### src/sv/hbu_pkg.sv
// Shared types and constants for the heightmap bilinear patch upscaler.
`timescale 1ns / 1ps
package hbu_pkg;

	localparam int CNT_W   = 3;
	localparam int SHIFT_W = 2;
	localparam int WGT_W   = CNT_W + 1;
	localparam int OUT_H_W = 16;

	typedef enum logic [1:0] {
		MODE_INTERIOR = 2'd0,
		MODE_COLUMN   = 2'd1,
		MODE_ROW      = 2'd2,
		MODE_CORNER   = 2'd3
	} mode_t;

	typedef struct packed {
		logic [CNT_W-1:0]   row;
		logic [CNT_W-1:0]   col;
		logic [SHIFT_W-1:0] sh;
		logic               last;
	} ctl_t;

endpackage

### src/sv/heightmap_bilinear_patch_upscaler_top.sv
// Top level of the heightmap bilinear patch upscaler.
//
// Input channel (in_valid/in_ready): one coarse cell per transfer, with mode and
// four corner heights. Output channel (out_valid/out_ready): one fine sample per
// transfer with height, patch_row, patch_col and last on the final sample.
// Interior cells give M*M samples, edge cells M, the corner cell one; M is
// 2^scale_shift, written through cfg_we/cfg_wdata (0 reads as 1, values above
// MAX_SCALE_SHIFT are clamped) and sampled when a cell is taken.
// Throughput: one sample per cycle while out_ready is high, set by the row/column
// sequencer. The next cell is taken in the cycle its predecessor's last sample
// enters the pipeline, so cells stream with no gap.
// After its transfer, the first sample of a cell passes two multiply stages and
// the output register behind the sequencer.
// A stalled receiver holds each stage in place; nothing is lost or repeated.
// Reset clears all valid bits and sets scale_shift to 1.
`timescale 1ns / 1ps
module heightmap_bilinear_patch_upscaler_top #(
	parameter int MAX_SCALE_SHIFT = 3,
	parameter int HEIGHT_BITS     = 16
) (
	input  logic                          clk,
	input  logic                          arst_n,
	input  logic                          cfg_we,
	input  logic [hbu_pkg::SHIFT_W-1:0]   cfg_wdata,
	input  logic                          in_valid,
	output logic                          in_ready,
	input  logic [1:0]                    mode,
	input  logic [hbu_pkg::OUT_H_W-1:0]   top_left,
	input  logic [hbu_pkg::OUT_H_W-1:0]   top_right,
	input  logic [hbu_pkg::OUT_H_W-1:0]   bottom_left,
	input  logic [hbu_pkg::OUT_H_W-1:0]   bottom_right,
	output logic                          out_valid,
	input  logic                          out_ready,
	output logic [hbu_pkg::OUT_H_W-1:0]   height,
	output logic [hbu_pkg::CNT_W-1:0]     patch_row,
	output logic [hbu_pkg::CNT_W-1:0]     patch_col,
	output logic                          last
);
	import hbu_pkg::*;

	logic                   seq_valid;
	logic                   pipe_ready;
	ctl_t                   seq_ctl;
	logic [HEIGHT_BITS-1:0] c_tl, c_tr, c_bl, c_br;

	hbu_seq #(
		.MAX_SCALE_SHIFT(MAX_SCALE_SHIFT),
		.HEIGHT_BITS(HEIGHT_BITS)
	) u_seq (
		.clk(clk),
		.arst_n(arst_n),
		.cfg_we(cfg_we),
		.cfg_wdata(cfg_wdata),
		.in_valid(in_valid),
		.in_ready(in_ready),
		.mode(mode),
		.top_left(top_left),
		.top_right(top_right),
		.bottom_left(bottom_left),
		.bottom_right(bottom_right),
		.out_valid(seq_valid),
		.out_ready(pipe_ready),
		.ctl(seq_ctl),
		.c_tl(c_tl),
		.c_tr(c_tr),
		.c_bl(c_bl),
		.c_br(c_br)
	);

	hbu_pipe #(
		.HEIGHT_BITS(HEIGHT_BITS)
	) u_pipe (
		.clk(clk),
		.arst_n(arst_n),
		.in_valid(seq_valid),
		.in_ready(pipe_ready),
		.ctl(seq_ctl),
		.c_tl(c_tl),
		.c_tr(c_tr),
		.c_bl(c_bl),
		.c_br(c_br),
		.out_valid(out_valid),
		.out_ready(out_ready),
		.height(height),
		.patch_row(patch_row),
		.patch_col(patch_col),
		.last(last)
	);

	a_start_origin: assert property (@(posedge clk) disable iff (!arst_n)
		in_valid && in_ready |=> seq_valid && seq_ctl.row == '0 && seq_ctl.col == '0)
		else $error("cell did not start at patch origin");

	a_run_continues: assert property (@(posedge clk) disable iff (!arst_n)
		seq_valid && pipe_ready && !seq_ctl.last |=> seq_valid)
		else $error("sample run ended before last");

	a_stall_only_busy: assert property (@(posedge clk) disable iff (!arst_n)
		!in_ready |-> seq_valid && !(pipe_ready && seq_ctl.last))
		else $error("input stalled while sequencer free");

endmodule

### src/sv/hbu_seq.sv
// Sample sequencer: holds one cell, steps the fine row/column offsets one per cycle while out_ready is high.
`timescale 1ns / 1ps
module hbu_seq #(
	parameter int MAX_SCALE_SHIFT = 3,
	parameter int HEIGHT_BITS     = 16
) (
	input  logic                          clk,
	input  logic                          arst_n,
	input  logic                          cfg_we,
	input  logic [hbu_pkg::SHIFT_W-1:0]   cfg_wdata,
	input  logic                          in_valid,
	output logic                          in_ready,
	input  logic [1:0]                    mode,
	input  logic [hbu_pkg::OUT_H_W-1:0]   top_left,
	input  logic [hbu_pkg::OUT_H_W-1:0]   top_right,
	input  logic [hbu_pkg::OUT_H_W-1:0]   bottom_left,
	input  logic [hbu_pkg::OUT_H_W-1:0]   bottom_right,
	output logic                          out_valid,
	input  logic                          out_ready,
	output hbu_pkg::ctl_t                 ctl,
	output logic [HEIGHT_BITS-1:0]        c_tl,
	output logic [HEIGHT_BITS-1:0]        c_tr,
	output logic [HEIGHT_BITS-1:0]        c_bl,
	output logic [HEIGHT_BITS-1:0]        c_br
);
	import hbu_pkg::*;

	localparam logic [SHIFT_W-1:0] MAX_SH = SHIFT_W'(MAX_SCALE_SHIFT);

	logic [SHIFT_W-1:0] scale_shift_q;
	logic [SHIFT_W-1:0] eff_sh;
	logic [SHIFT_W-1:0] sh_q;
	mode_t              mode_q;
	logic [CNT_W-1:0]   row_q;
	logic [CNT_W-1:0]   col_q;
	logic               busy_q;
	logic [CNT_W-1:0]   m_last;
	logic               last;
	logic               accept;
	logic               step;

	always_ff @(posedge clk or negedge arst_n) begin
		if (!arst_n) begin
			scale_shift_q <= SHIFT_W'(1);
		end else if (cfg_we) begin
			scale_shift_q <= cfg_wdata;
		end
	end

	always_comb begin
		if (scale_shift_q == '0) begin
			eff_sh = SHIFT_W'(1);
		end else if (scale_shift_q > MAX_SH) begin
			eff_sh = MAX_SH;
		end else begin
			eff_sh = scale_shift_q;
		end
	end

	assign m_last = CNT_W'((WGT_W'(1) << sh_q) - WGT_W'(1));

	always_comb begin
		unique case (mode_q)
			MODE_INTERIOR: last = (row_q == m_last) && (col_q == m_last);
			MODE_COLUMN:   last = (row_q == m_last);
			MODE_ROW:      last = (col_q == m_last);
			default:       last = 1'b1;
		endcase
	end

	assign out_valid = busy_q;
	assign step      = busy_q && out_ready;
	assign in_ready  = !busy_q || (out_ready && last);
	assign accept    = in_valid && in_ready;

	always_ff @(posedge clk or negedge arst_n) begin
		if (!arst_n) begin
			busy_q <= 1'b0;
			row_q  <= '0;
			col_q  <= '0;
			mode_q <= MODE_INTERIOR;
			sh_q   <= SHIFT_W'(1);
		end else if (accept) begin
			busy_q <= 1'b1;
			row_q  <= '0;
			col_q  <= '0;
			mode_q <= mode_t'(mode);
			sh_q   <= eff_sh;
		end else if (step) begin
			if (last) begin
				busy_q <= 1'b0;
			end else begin
				unique case (mode_q)
					MODE_INTERIOR: begin
						if (col_q == m_last) begin
							col_q <= '0;
							row_q <= row_q + CNT_W'(1);
						end else begin
							col_q <= col_q + CNT_W'(1);
						end
					end
					MODE_COLUMN: row_q <= row_q + CNT_W'(1);
					MODE_ROW:    col_q <= col_q + CNT_W'(1);
					default:     row_q <= row_q;
				endcase
			end
		end
	end

	// corner payload, loaded on transfer
	always_ff @(posedge clk) begin
		if (accept) begin
			c_tl <= top_left[HEIGHT_BITS-1:0];
			c_tr <= top_right[HEIGHT_BITS-1:0];
			c_bl <= bottom_left[HEIGHT_BITS-1:0];
			c_br <= bottom_right[HEIGHT_BITS-1:0];
		end
	end

	assign ctl.row  = row_q;
	assign ctl.col  = col_q;
	assign ctl.sh   = sh_q;
	assign ctl.last = last;

endmodule

### src/sv/hbu_pipe.sv
// Interpolation pipeline: horizontal lerp, vertical lerp, floor shift and output register.
`timescale 1ns / 1ps
module hbu_pipe #(
	parameter int HEIGHT_BITS = 16
) (
	input  logic                          clk,
	input  logic                          arst_n,
	input  logic                          in_valid,
	output logic                          in_ready,
	input  hbu_pkg::ctl_t                 ctl,
	input  logic [HEIGHT_BITS-1:0]        c_tl,
	input  logic [HEIGHT_BITS-1:0]        c_tr,
	input  logic [HEIGHT_BITS-1:0]        c_bl,
	input  logic [HEIGHT_BITS-1:0]        c_br,
	output logic                          out_valid,
	input  logic                          out_ready,
	output logic [hbu_pkg::OUT_H_W-1:0]   height,
	output logic [hbu_pkg::CNT_W-1:0]     patch_row,
	output logic [hbu_pkg::CNT_W-1:0]     patch_col,
	output logic                          last
);
	import hbu_pkg::*;

	localparam int TW = HEIGHT_BITS + CNT_W;
	localparam int SW = HEIGHT_BITS + 2 * CNT_W;

	logic                   v_s2, v_s3, v_s4;
	ctl_t                   ctl_s2, ctl_s3, ctl_s4;
	logic [TW-1:0]          top_s2, bot_s2;
	logic [SW-1:0]          sum_s3;
	logic [HEIGHT_BITS-1:0] h_s4;
	logic                   adv2, adv3, adv4;
	logic [WGT_W-1:0]       m_in, wc, m_s2, wr;
	logic [TW-1:0]          top_d, bot_d;
	logic [SW-1:0]          sum_d;
	logic [SW-1:0]          shifted;

	assign adv4     = !v_s4 || out_ready;
	assign adv3     = !v_s3 || adv4;
	assign adv2     = !v_s2 || adv3;
	assign in_ready = adv2;

	assign m_in  = WGT_W'(1) << ctl.sh;
	assign wc    = m_in - WGT_W'(ctl.col);
	assign top_d = TW'(c_tl) * TW'(wc) + TW'(c_tr) * TW'(ctl.col);
	assign bot_d = TW'(c_bl) * TW'(wc) + TW'(c_br) * TW'(ctl.col);

	assign m_s2  = WGT_W'(1) << ctl_s2.sh;
	assign wr    = m_s2 - WGT_W'(ctl_s2.row);
	assign sum_d = SW'(top_s2) * SW'(wr) + SW'(bot_s2) * SW'(ctl_s2.row);

	assign shifted = sum_s3 >> {ctl_s3.sh, 1'b0};

	always_ff @(posedge clk or negedge arst_n) begin
		if (!arst_n) begin
			v_s2 <= 1'b0;
			v_s3 <= 1'b0;
			v_s4 <= 1'b0;
		end else begin
			if (adv2) v_s2 <= in_valid;
			if (adv3) v_s3 <= v_s2;
			if (adv4) v_s4 <= v_s3;
		end
	end

	always_ff @(posedge clk) begin
		if (adv2) begin
			ctl_s2 <= ctl;
			top_s2 <= top_d;
			bot_s2 <= bot_d;
		end
		if (adv3) begin
			ctl_s3 <= ctl_s2;
			sum_s3 <= sum_d;
		end
		if (adv4) begin
			ctl_s4 <= ctl_s3;
			h_s4   <= shifted[HEIGHT_BITS-1:0];
		end
	end

	assign out_valid = v_s4;
	assign height    = OUT_H_W'(h_s4);
	assign patch_row = ctl_s4.row;
	assign patch_col = ctl_s4.col;
	assign last      = ctl_s4.last;

endmodule

### config.mk
export PLATFORM = sky130hd
export DESIGN_NAME = heightmap_bilinear_patch_upscaler_top
export DESIGN_NICKNAME = d
export VERILOG_FILES = /design/src/sv/hbu_pkg.sv /design/src/sv/heightmap_bilinear_patch_upscaler_top.sv /design/src/sv/hbu_seq.sv /design/src/sv/hbu_pipe.sv
export SDC_FILE = /design/constraint.sdc
export NUM_CORES = 1
export LEC_CHECK = 0
export ABC_AREA = 1
export BUFFER_PORTS_ARGS = -buffer_cell sky130_fd_sc_hd__buf_2
export CORE_UTILIZATION = 62
export CTS_CLUSTER_SIZE = 40
export DETAILED_ROUTE_END_ITERATION = 8
export GPL_ROUTABILITY_DRIVEN = 0
export GPL_TIMING_DRIVEN = 0
export PLACE_DENSITY = 0.81
export SYNTH_ARGS = -nofsm -noshare
export SYNTH_HDL_FRONTEND = slang
export SYNTH_SLANG_ARGS = --single-unit
### constraint.sdc
create_clock -name clk -period 6.1 [get_ports clk]
set_input_delay 1.83 -clock clk [delete_from_list [all_inputs] [get_ports clk]]
set_output_delay 1.83 -clock clk [all_outputs]
set_load 0.03 [all_outputs]
==> out/metrics.csv, run 1 <==
metric;value;unit
cts_inserted_buffers;17;
timing.critical_path.cells;buf_12 > clkinvlp_4 > buf_4 > fa_1 > or2_2 > nand2_4 > buf_6 > nor2_1 > fa_1 > inv_1 > fa_1 > inv_1 > fa_1 > inv_1 > fa_1 > inv_1 > ha_1 > nand2_1 > nor2_2 > nand2_1 > o211ai_1 > nand3_1 > nand3_1 > nand2_1;
endpoint_kind;flop;
timing.final.max_slew_violations;0;
synth_area;17500;um2
drive_gt1_frac;0.0889;
synth-adder-area-share;0.339;
cts_hold_repair.buffers;0;
clockRootBuffer;sky130_fd_sc_hd__clkbuf_16;
grt-ovfl-total;0;
cpMaxStageDelayCell;sky130_fd_sc_hd__fa_1;
synth_xor_xnor_area_share;0.0281;
track_usage;0.258;
clock_tree.buffer_depth;2;
synth_simple_gate_area_frac;0.150;
synth.mux.area_fraction;0.00409;
failed_checks;design-rule violations;
critical_path_class;flop to flop;
drt_drc_violations_left;2;
clock_skew;0.0110;ns
crit_path_frequent_cell;sky130_fd_sc_hd__fa_1;
result_of_the_run;complete, but fails checks;
utilization;0.695;
grt_pass1_vias;12889;
synth_fp_nets;2363;
drt-pass1-iter-count;9;
ant_nets;0;
cp_data_required_time;6.29;ns
post_drt_via_cell_ratio;5.21;
cts_max_level;4;
ys_ff_latch;181;
max_clock_freq;171;MHz
synth-compound-area-share;0.0500;
ff_latch_area;5360;um2
min_period;5.86;ns
clock_sinks;181;
cap_violations;0;
kind_of_launch_point_of_the_worst_setup_path;flop;
area_occupied_by_multi_input_gates;10100;um2
worst_skew_pair.late_latency;0.45;ns
max_slew_margin;0.296;
antenna_found_initial;0;
async_reset_ff_frac;0.0884;
synth-seq-area-share;0.307;
main_flop_type_after_synthesis;sky130_fd_sc_hd__edfxtp_1;
synthDistinctLibCells;40;
layout-area-overhead-vs-synth;10.3;%
portBuffers;97;
max_slew.worst_pin.slew;1.05;ns
synth-edff-count;165;
layout_worst_path_cycle_share;0.960;
final-setup-viol-count;0;
io_pins;98;
core.rowCount;61;
routed_wirelength;35200;um
syn_area_per_cell;8.91;um2
floorplan.core_area;27700;um2
rsz0062_at_grt;yes;
fp.dieArea;28800;um2
initial_utilization;0.630;
holdCritPathClass;flop to flop;
yosys_warn_count;0;
worstPathMaxFanout;18;
timing.hold.ws;0.422;ns
detailedRoute.firstIterationViolations;831;
worstPathArrival;6.04;ns
die-width;170;um
insertedDiodeCount;0;
die_y;170;um
finalNetCount;2483;
layout.filler_cells;2009;
place_hpwl;28600;um
route.detailed.wl_per_inst;14.3;um
hold_violations;0;
timing.critical_path.slowest_cell_delay;0.54;ns
synth_top_family_by_area;adder cells;
grt_start_max_net_pins;52;
grt_pass1_wl;58000;um
clk_pin_slew_worst_paths;0.07;ns
route.vias.total;12857;
tritoncts;yes;
synthCells;1959;
## worst max-delay path, delay by kind of cell, from the launching register on
kind	cells	cell delay, ns
AOI/OAI and AO/OA	1	0.30
adders and majority gates	6	2.83
and+or+nand+nor	9	1.17
DFF	1	0.41
buffers and inverters	8	0.89
## final timing paths
| path | start | to | slack [ns] | cells after the start |
|---|---|---|---|---|
| worst max-delay path | u_seq.col_q[1]$_DFFE_PN0P_ | u_pipe.bot_s2[12]$_DFFE_PP_ | 0.24 | 24 |
| worst min-delay path | u_pipe.ctl_s3[7]$_DFFE_PP_ | u_pipe.patch_row[1]$_DFFE_PP_ | 0.42 | 0 |
| worst max register to register | u_seq.col_q[1]$_DFFE_PN0P_ | u_pipe.bot_s2[12]$_DFFE_PP_ | 0.24 | 24 |
| worst min register to register | u_pipe.ctl_s3[7]$_DFFE_PP_ | u_pipe.patch_row[1]$_DFFE_PP_ | 0.42 | 0 |
| max in group asynchronous | arst_n | u_seq.sh_q[0]$_DFFE_PN1P_ | 4.51 | 1 |
| min in group asynchronous | arst_n | u_pipe.v_s2$_DFFE_PN0P_ | 1.29 | 1 |
## stage by stage
stage | std cells | instance area (um2) | TNS [ns] | worst slack, ns
floorplan | 1959 | 17500 | 0 | 0.231
global placement | 2434 | 18400 | -53.52 | -0.661
detailed placement | 2436 | 18500 | -14.49 | -0.641
CTS | 2465 | 19100 | -0.0145 | -0.0133
global route | 2470 | 19200 | -0.182 | -0.0791
finish | 2470 | 19200 | 0 | 0.245
## what timing repair did
| item | in CTS | in global routing |
|---|---|---|
| setup buffers | 1 | 6 |
| pin swaps | 0 | 5 |
| endpoints found under the setup margin | 43 | 34 |
| gates resized for setup | 9 | 50 |
## layer usage
metal	vias up	GRT usage	wire length (um)
met3	79	0.0490	2250
li1	6120	-	-
met5	-	0	0
met2	503	0.456	18100
met4	0	0.108	1060
met1	6155	0.308	13800
## area by class of cell
type | count | area share
Clock inverter | 15 | 0.00884
Clock buffer | 17 | 0.0221
Buffer | 39 | 0.0118
Timing Repair Buffer | 106 | 0.0300
Inverter | 516 | 0.101
Sequential cell | 181 | 0.278
Multi-Input combinational cell | 1218 | 0.523
Tap cell | 378 | 0.0246
## Yosys cell counts (6+ instances only)
master	instances	area (um2)
sky130_fd_sc_hd__edfxtp_1	165	4950
sky130_fd_sc_hd__nand3_1	38	190
sky130_fd_sc_hd__xor2_1	39	342
sky130_fd_sc_hd__a21oi_1	71	355
sky130_fd_sc_hd__mux2i_1	6	60.1
sky130_fd_sc_hd__nand2_1	439	1650
sky130_fd_sc_hd__inv_1	512	1920
sky130_fd_sc_hd__nor2_1	157	589
sky130_fd_sc_hd__clkbuf_1	35	131
sky130_fd_sc_hd__fa_1	236	4720
sky130_fd_sc_hd__o21ai_0	61	305
sky130_fd_sc_hd__ha_1	95	1190
sky130_fd_sc_hd__nand4_1	11	68.8
sky130_fd_sc_hd__o211ai_1	9	67.6
sky130_fd_sc_hd__xnor2_1	17	149
sky130_fd_sc_hd__dfrtp_1	14	350
## kinds of logic (layout without fill, tap and decap cells)
family	Yosys count	count (layout)
AOI/OAI and AO/OA	160	160
xor gates and xnor gates	56	56
adders and majority gates	331	331
buffers and inverters	560	693
DFF	181	181
muxes	7	7
and+or+nand+nor	664	664
## state kept, by name, indices dropped and copies added (netlist names)
register and cells:
u_pipe.patch_col 3, u_seq.row_q 3, u_seq.out_valid 1, u_seq.mode_q 2
u_seq.sh_q 2, u_pipe.ctl_s2 9, u_seq.col_q 3, u_seq.scale_shift_q 2
u_seq.c_tr 16, u_pipe.top_s2 19, u_pipe.sum_s3 22, u_pipe.bot_s2 19
u_seq.c_br 16, u_seq.c_tl 16, u_pipe.v_s3 1, u_pipe.ctl_s3 9
u_seq.c_bl 16, u_pipe.patch_row 3, u_pipe.v_s2 1, u_pipe.height 16
u_pipe.last 1, u_pipe.out_valid 1
## layout by cell type, fill, tap and decap left out, types with 6 or more instances in the layout
cell                        count
sky130_fd_sc_hd__inv_1        510
sky130_fd_sc_hd__nand2_1      436
sky130_fd_sc_hd__fa_1         236
sky130_fd_sc_hd__edfxtp_1     165
sky130_fd_sc_hd__nor2_1       154
sky130_fd_sc_hd__buf_2        102
sky130_fd_sc_hd__ha_1          90
sky130_fd_sc_hd__a21oi_1       69
sky130_fd_sc_hd__o21ai_0       59
sky130_fd_sc_hd__nand3_1       38
sky130_fd_sc_hd__xor2_1        38
sky130_fd_sc_hd__clkbuf_1      22
sky130_fd_sc_hd__xnor2_1       17
sky130_fd_sc_hd__clkbuf_16     17
sky130_fd_sc_hd__dfrtp_1       14
sky130_fd_sc_hd__nand4_1       11
sky130_fd_sc_hd__o211ai_1       9
sky130_fd_sc_hd__buf_4          8
sky130_fd_sc_hd__buf_6          6
sky130_fd_sc_hd__mux2i_1        6
Power of run 1 is not shown: default switching activity piles up to over one toggle a cycle in this logic, so the estimate is an artifact.
==> run 2: changes to the inputs <==
--- a/config.mk
+++ b/config.mk
@@ -7,12 +7,14 @@
 export LEC_CHECK = 0
 export ABC_AREA = 1
 export BUFFER_PORTS_ARGS = -buffer_cell sky130_fd_sc_hd__buf_2
-export CORE_UTILIZATION = 62
+export CELL_PAD_IN_SITES_DETAIL_PLACEMENT = 2
+export CELL_PAD_IN_SITES_GLOBAL_PLACEMENT = 2
+export CORE_UTILIZATION = 40
 export CTS_CLUSTER_SIZE = 40
 export DETAILED_ROUTE_END_ITERATION = 8
 export GPL_ROUTABILITY_DRIVEN = 0
 export GPL_TIMING_DRIVEN = 0
-export PLACE_DENSITY = 0.81
+export PLACE_DENSITY_LB_ADDON = 0.1
 export SYNTH_ARGS = -nofsm -noshare
 export SYNTH_HDL_FRONTEND = slang
 export SYNTH_SLANG_ARGS = --single-unit
==> out/metrics.csv, run 2 (same netlist as run 1, synthesis figures left out) <==
metric;value;unit
hold_path_end;u_pipe.patch_col[0]$_DFFE_PP_;
timing.hold.ws;0.424;ns
insertedDiodeCount;0;
layout-area-overhead-vs-synth;12.6;%
die_y;211;um
tritoncts;yes;
cp_data_required_time;6.39;ns
route.vias.total;12952;
clock_skew;0.0148;ns
place_hpwl;41100;um
clockRootBuffer;sky130_fd_sc_hd__clkbuf_16;
crit_family;adder cells;
final-setup-viol-count;0;
antenna_found_initial;0;
result_of_the_run;finished clean;
die-width;211;um
commonest_cells_after_routing_fill_and_taps_aside;sky130_fd_sc_hd__inv_1, sky130_fd_sc_hd__nand2_1, sky130_fd_sc_hd__fa_1;
grt-ovfl-total;0;
critical_path_class;flop to flop;
detailedRoute.firstIterationViolations;334;
track_usage;0.231;
max_slew.worst_pin.slew;1.16;ns
clock_tree.buffer_depth;2;
worstPathMaxFanout;10;
drt-pass1-iter-count;4;
r2r_slack;0.22;ns
place_area;18700;um2
endpoint_kind;flop;
area_occupied_by_multi_input_gates;10100;um2
post_drt_via_cell_ratio;4.83;
cpMaxStageDelayCell;sky130_fd_sc_hd__dfstp_2;
grt_start_max_net_pins;48;
floorplan.core_area;43100;um2
worst_r2r_path_depth;25;
worst_r2r_startpoint;u_seq.sh_q[0]$_DFFE_PN1P_;
core.rowCount;76;
cts_max_level;4;
routed_wirelength;47500;um
timing.rr.end;u_pipe.bot_s2[10]$_DFFE_PP_;
layout_worst_path_cycle_share;0.963;
max_clock_freq;170;MHz
worst_setup_path_startpoint;u_seq.sh_q[0]$_DFFE_PN1P_;
worst_skew_pair.late_latency;0.50;ns
holdCritPathClass;flop to flop;
ff_latch_area;5360;um2
drt_drc_violations_left;0;
cap_violations;0;
layout.filler_cells;4688;
initial_utilization;0.405;
hold_path.startpoint;u_pipe.ctl_s3[3]$_DFFE_PP_;
clk_pin_slew_worst_paths;0.08;ns
cp.buffers_inverters;9;
largest_registers;u_pipe.sum_s3 (22), u_pipe.bot_s2 (19), u_pipe.top_s2 (19);
max_slew_margin;0.226;
dpl.cell_count;2643;
crit_path_frequent_cell;sky130_fd_sc_hd__inv_1;
finalNetCount;2488;
kind_of_launch_point_of_the_worst_setup_path;flop;
holdPathStages;0;
worstPathArrival;6.17;ns
final-instance-count-excl-fill;2682;
portBuffers;97;
fp.dieArea;44500;um2
ant_nets;0;
timing.final.max_slew_violations;0;
final_area;19700;um2
hold_violations;0;
grt_pass1_vias;15081;
registers.top_by_ff_count;u_pipe.sum_s3;
clock_sinks;181;
timing.critical_path.slowest_cell_delay;0.60;ns
grt_pass1_wl;78500;um
io_pins;98;
min_period;5.88;ns
cts_inserted_buffers;17;
number_of_flip_flops_under_the_largest_register_name;22;
route.detailed.wl_per_inst;17.7;um
leading_cell_type_in_the_layout_fill_and_taps_excluded;sky130_fd_sc_hd__inv_1;
drive_gt1_frac;0.0997;
-- run 2: metal layers --
| metal | share of wire | up-vias | wire length, um | GRT usage |
|---|---|---|---|---|
| met5 | 0 | - | 0 | 0 |
| met4 | 0.022 | 0 | 1040 | 0.0762 |
| met3 | 0.023 | 52 | 1110 | 0.0281 |
| met2 | 0.55 | 154 | 26000 | 0.430 |
| met1 | 0.41 | 6626 | 19400 | 0.275 |
| li1 | - | 6120 | - | - |
-- run 2: how the worst max path moves through the flow --
stage | cells after the start | slack (ns) | endpoint
6_report | 25 | 0.22 | u_pipe.bot_s2[10]$_DFFE_PP_
5_1_grt | 30 | -0.03 | u_pipe.bot_s2[14]$_DFFE_PP_
4_1_cts | 26 | 0.006 | u_pipe.bot_s2[12]$_DFFE_PP_
3_5_place_dp | 24 | -1.12 | u_pipe.sum_s3[16]$_DFFE_PP_
3_3_place_gp | 25 | -0.93 | u_pipe.bot_s2[18]$_DFFE_PP_
2_1_floorplan | 6 | 0.23 | in_ready
-- run 2: area by class of cell --
type                       instances  share of cell area
multi-input combinational       1218               0.516
sequential                       181               0.273
inverter                         516              0.0991
tap                              585              0.0372
timing repair buffer             110              0.0309
clock buffer                      20              0.0244
buffer                            40              0.0131
clock inverter                    12             0.00656
-- run 2: what timing repair did --
action                     CTS  global route
setup endpoints to repair   49            33
pin swaps                    3             6
resized for setup           39            53
buffers inserted             5             6
hold buffers                 0             0
-- run 2: through the flow --
stage               setup WS (ns)  setup TNS [ns]  utilization
finish                      0.223               0        0.456
global route              -0.0347          -0.101        0.456
CTS                       0.00619               0        0.452
detailed placement          -1.12          -36.95        0.434
global placement           -0.929          -88.09        0.433
floorplan                   0.231               0            -
Power of run 2 is left out for the same reason.
==> run 3: changes to the inputs <==
--- a/config.mk
+++ b/config.mk
@@ -9,7 +9,8 @@
 export BUFFER_PORTS_ARGS = -buffer_cell sky130_fd_sc_hd__buf_2
 export CELL_PAD_IN_SITES_DETAIL_PLACEMENT = 2
 export CELL_PAD_IN_SITES_GLOBAL_PLACEMENT = 2
-export CORE_UTILIZATION = 40
+export CORE_ASPECT_RATIO = 0.5
+export CORE_UTILIZATION = 39
 export CTS_CLUSTER_SIZE = 40
 export DETAILED_ROUTE_END_ITERATION = 8
 export GPL_ROUTABILITY_DRIVEN = 0
@@ -17,4 +18,5 @@
 export PLACE_DENSITY_LB_ADDON = 0.1
 export SYNTH_ARGS = -nofsm -noshare
 export SYNTH_HDL_FRONTEND = slang
+export SYNTH_HIERARCHICAL = 1
 export SYNTH_SLANG_ARGS = --single-unit
==> out/metrics.csv, run 3 <==
metric;value;unit
layout_setup_ws;0.165;ns
floorplan.core_area;45500;um2
clockRootBuffer;sky130_fd_sc_hd__clkbuf_16;
post-place-ws;-1.03;ns
portBuffers;97;
synth-edff-count;165;
track_usage;0.245;
grt_pass1_vias;16101;
timing.hold.ws;0.418;ns
hold_path.startpoint;u_pipe/ctl_s3[5]$_DFFE_PP_;
worst_r2r_startpoint;u_seq/sh_q[0]$_DFFE_PN1P_;
endpoint_kind;flop;
timing.rr.end;u_pipe/top_s2[11]$_DFFE_PP_;
async_reset_ff_frac;0.0884;
worst_r2r_path_depth;23;
drt-pass1-iter-count;5;
initial_utilization;0.398;
hold_violations;0;
largest_registers;u_pipe/sum_s3 (22), u_pipe/bot_s2 (19), u_pipe/top_s2 (19);
grt_pass1_wl;88500;um
die-width;307;um
yosys.cell_count.top_type;sky130_fd_sc_hd__nand2_1;
number_of_flip_flops_under_the_largest_register_name;22;
fp.dieArea;47400;um2
final-instance-count-excl-fill;2893;
holdPathStages;0;
ys_ff_latch;181;
antenna_found_initial;0;
route.vias.total;14090;
timing.final.max_slew_violations;0;
clock_sinks;181;
synthDistinctLibCells;45;
cts_inserted_buffers;17;
core.rowCount;55;
synth_area;18100;um2
kind_of_launch_point_of_the_worst_setup_path;flop;
grt-ovfl-total;0;
place_hpwl;45000;um
r2r_slack;0.17;ns
result_of_the_run;finished clean;
cts_max_level;4;
syn_area_per_cell;8.52;um2
netlist_top_cells_area;sky130_fd_sc_hd__edfxtp_1, sky130_fd_sc_hd__fa_1, sky130_fd_sc_hd__nand2_1;
netlist.top_cell.by_area;sky130_fd_sc_hd__edfxtp_1;
max_clock_freq;169;MHz
layout_worst_path_cycle_share;0.973;
synth_top_cell_area_share;0.273;
synth_fp_nets;2530;
die_y;154;um
dpl.cell_count;2851;
routed_wirelength;55500;um
min_period;5.93;ns
route.detailed.wl_per_inst;19.2;um
max_slew.worst_pin.slew;1.19;ns
main_flop_type_after_synthesis;sky130_fd_sc_hd__edfxtp_1;
holdCritPathClass;flop to flop;
critical_path_class;flop to flop;
hold_path_end;u_pipe/patch_col[2]$_DFFE_PP_;
yosys_warn_count;6;
io_pins;98;
final-setup-viol-count;0;
ant_nets;0;
utilization;0.447;
cap_violations;0;
clock_tree.buffer_depth;2;
cts_hold_repair.buffers;0;
synth-seq-area-share;0.296;
max_slew_margin;0.207;
grt_start_max_net_pins;73;
worstPathArrival;6.24;ns
worst_skew_pair.late_latency;0.48;ns
registers.top_by_ff_count;u_pipe/sum_s3;
synth_top_cells_by_count;sky130_fd_sc_hd__nand2_1, sky130_fd_sc_hd__inv_1, sky130_fd_sc_hd__fa_1, sky130_fd_sc_hd__nor2_1, sky130_fd_sc_hd__edfxtp_1;
clk_pin_slew_worst_paths;0.08;ns
worstPathMaxFanout;10;
drive_gt1_frac;0.106;
tritoncts;yes;
layout-area-overhead-vs-synth;12.2;%
commonest_cells_after_routing_fill_and_taps_aside;sky130_fd_sc_hd__nand2_1, sky130_fd_sc_hd__inv_1, sky130_fd_sc_hd__fa_1;
detailedRoute.firstIterationViolations;584;
leading_cell_type_in_the_layout_fill_and_taps_excluded;sky130_fd_sc_hd__nand2_1;
synthCells;2126;
post_drt_via_cell_ratio;4.87;
finalNetCount;2656;
cp_data_required_time;6.41;ns
clock_skew;0.0135;ns
drt_drc_violations_left;0;
run 3: cell types whose count changed after synthesis, sizes merged, moves of 5 or more:
cell    delta
a21boi     -5
xnor2     -10
nand3     +36
clkbuf     -9
nor2      +56
xor2       -9
a21oi      -7
o21ai     -14
inv       +23
nand2    +110
buf        +6
run 3: worst max-delay path by stage:
stage	start	to	slack [ns]	cells past startpoint
after floorplan	out_ready	in_ready	0.21	6
after detailed placement	u_seq/col_q[1]$_DFFE_PN0P_	u_pipe/top_s2[17]$_DFFE_PP_	-1.03	25
after global routing	u_seq/sh_q[0]$_DFFE_PN1P_	u_pipe/top_s2[18]$_DFFE_PP_	-0.08	25
after CTS	u_seq/sh_q[0]$_DFFE_PN1P_	u_pipe/top_s2[15]$_DFFE_PP_	0.007	23
final	u_seq/sh_q[0]$_DFFE_PN1P_	u_pipe/top_s2[11]$_DFFE_PP_	0.17	23
after global placement	u_seq/col_q[1]$_DFFE_PN0P_	u_pipe/top_s2[17]$_DFFE_PP_	-0.89	25
run 3: critical path, stage by stage, from the launching register on:
cell and delay, ns:
sky130_fd_sc_hd__dfstp_4 0.71, sky130_fd_sc_hd__inv_1 0.08, sky130_fd_sc_hd__nand2_1 0.06, sky130_fd_sc_hd__ha_1 0.13, sky130_fd_sc_hd__inv_1 0.07, sky130_fd_sc_hd__fa_1 0.42
sky130_fd_sc_hd__or2_1 0.24, sky130_fd_sc_hd__nand2_1 0.13, sky130_fd_sc_hd__buf_6 0.21, sky130_fd_sc_hd__nor2_1 0.08, sky130_fd_sc_hd__fa_1 0.53, sky130_fd_sc_hd__inv_1 0.07
sky130_fd_sc_hd__fa_1 0.53, sky130_fd_sc_hd__inv_1 0.05, sky130_fd_sc_hd__fa_1 0.48, sky130_fd_sc_hd__inv_1 0.07, sky130_fd_sc_hd__fa_1 0.49, sky130_fd_sc_hd__inv_1 0.06
sky130_fd_sc_hd__ha_1 0.44, sky130_fd_sc_hd__nand2_1 0.19, sky130_fd_sc_hd__nor2_1 0.25, sky130_fd_sc_hd__nand3_1 0.13, sky130_fd_sc_hd__nand3b_1 0.11, sky130_fd_sc_hd__xor2_1 0.22
run 3: logic make-up (layout without fill, tap and decap cells):
family / count (synthesis) / count (layout) / share of synthesized area
adders and majority gates: 331 / 331 / 0.326
other: 0 / 1 / 0
DFF: 181 / 181 / 0.296
xor gates and xnor gates: 37 / 37 / 0.0183
and+or+nand+nor: 863 / 863 / 0.193
muxes: 7 / 7 / 0.00394
AOI/OAI and AO/OA: 127 / 127 / 0.0395
buffers and inverters: 580 / 719 / 0.123
run 3: timing repair:
item,4_1_cts,5_1_grt
gates resized for setup,25,36
pin swaps,0,3
endpoints found under the setup margin,45,32
buffers inserted,0,14
run 3: routing by layer:
metal  track usage  vias up  share of wire
met5             0        -              0
met4        0.0679        0          0.017
met3        0.0322       50          0.025
met2         0.425      187           0.50
met1         0.321     7262           0.46
li1              -     6591              -
run 3: layout make-up:
cell class / count / area [um2]
Clock inverter: 15 / 191
Multi-Input combinational cell: 1365 / 10700
Clock buffer: 17 / 425
Antenna cell: 1 / 2.50
Buffer: 36 / 231
Fill cell: 5038 / 25200
Tap cell: 627 / 785
Inverter: 539 / 2030
Sequential cell: 181 / 5370
Timing Repair Buffer: 112 / 627
run 3: metrics by stage:
stage               cell area (um2)  setup TNS (ns)
finish                        20300               0
detailed placement            19400          -25.83
floorplan                     18100               0
global route                  20300          -0.586
CTS                           20100               0
global placement              19400          -20.16
Power of run 3 is left out for the same reason.
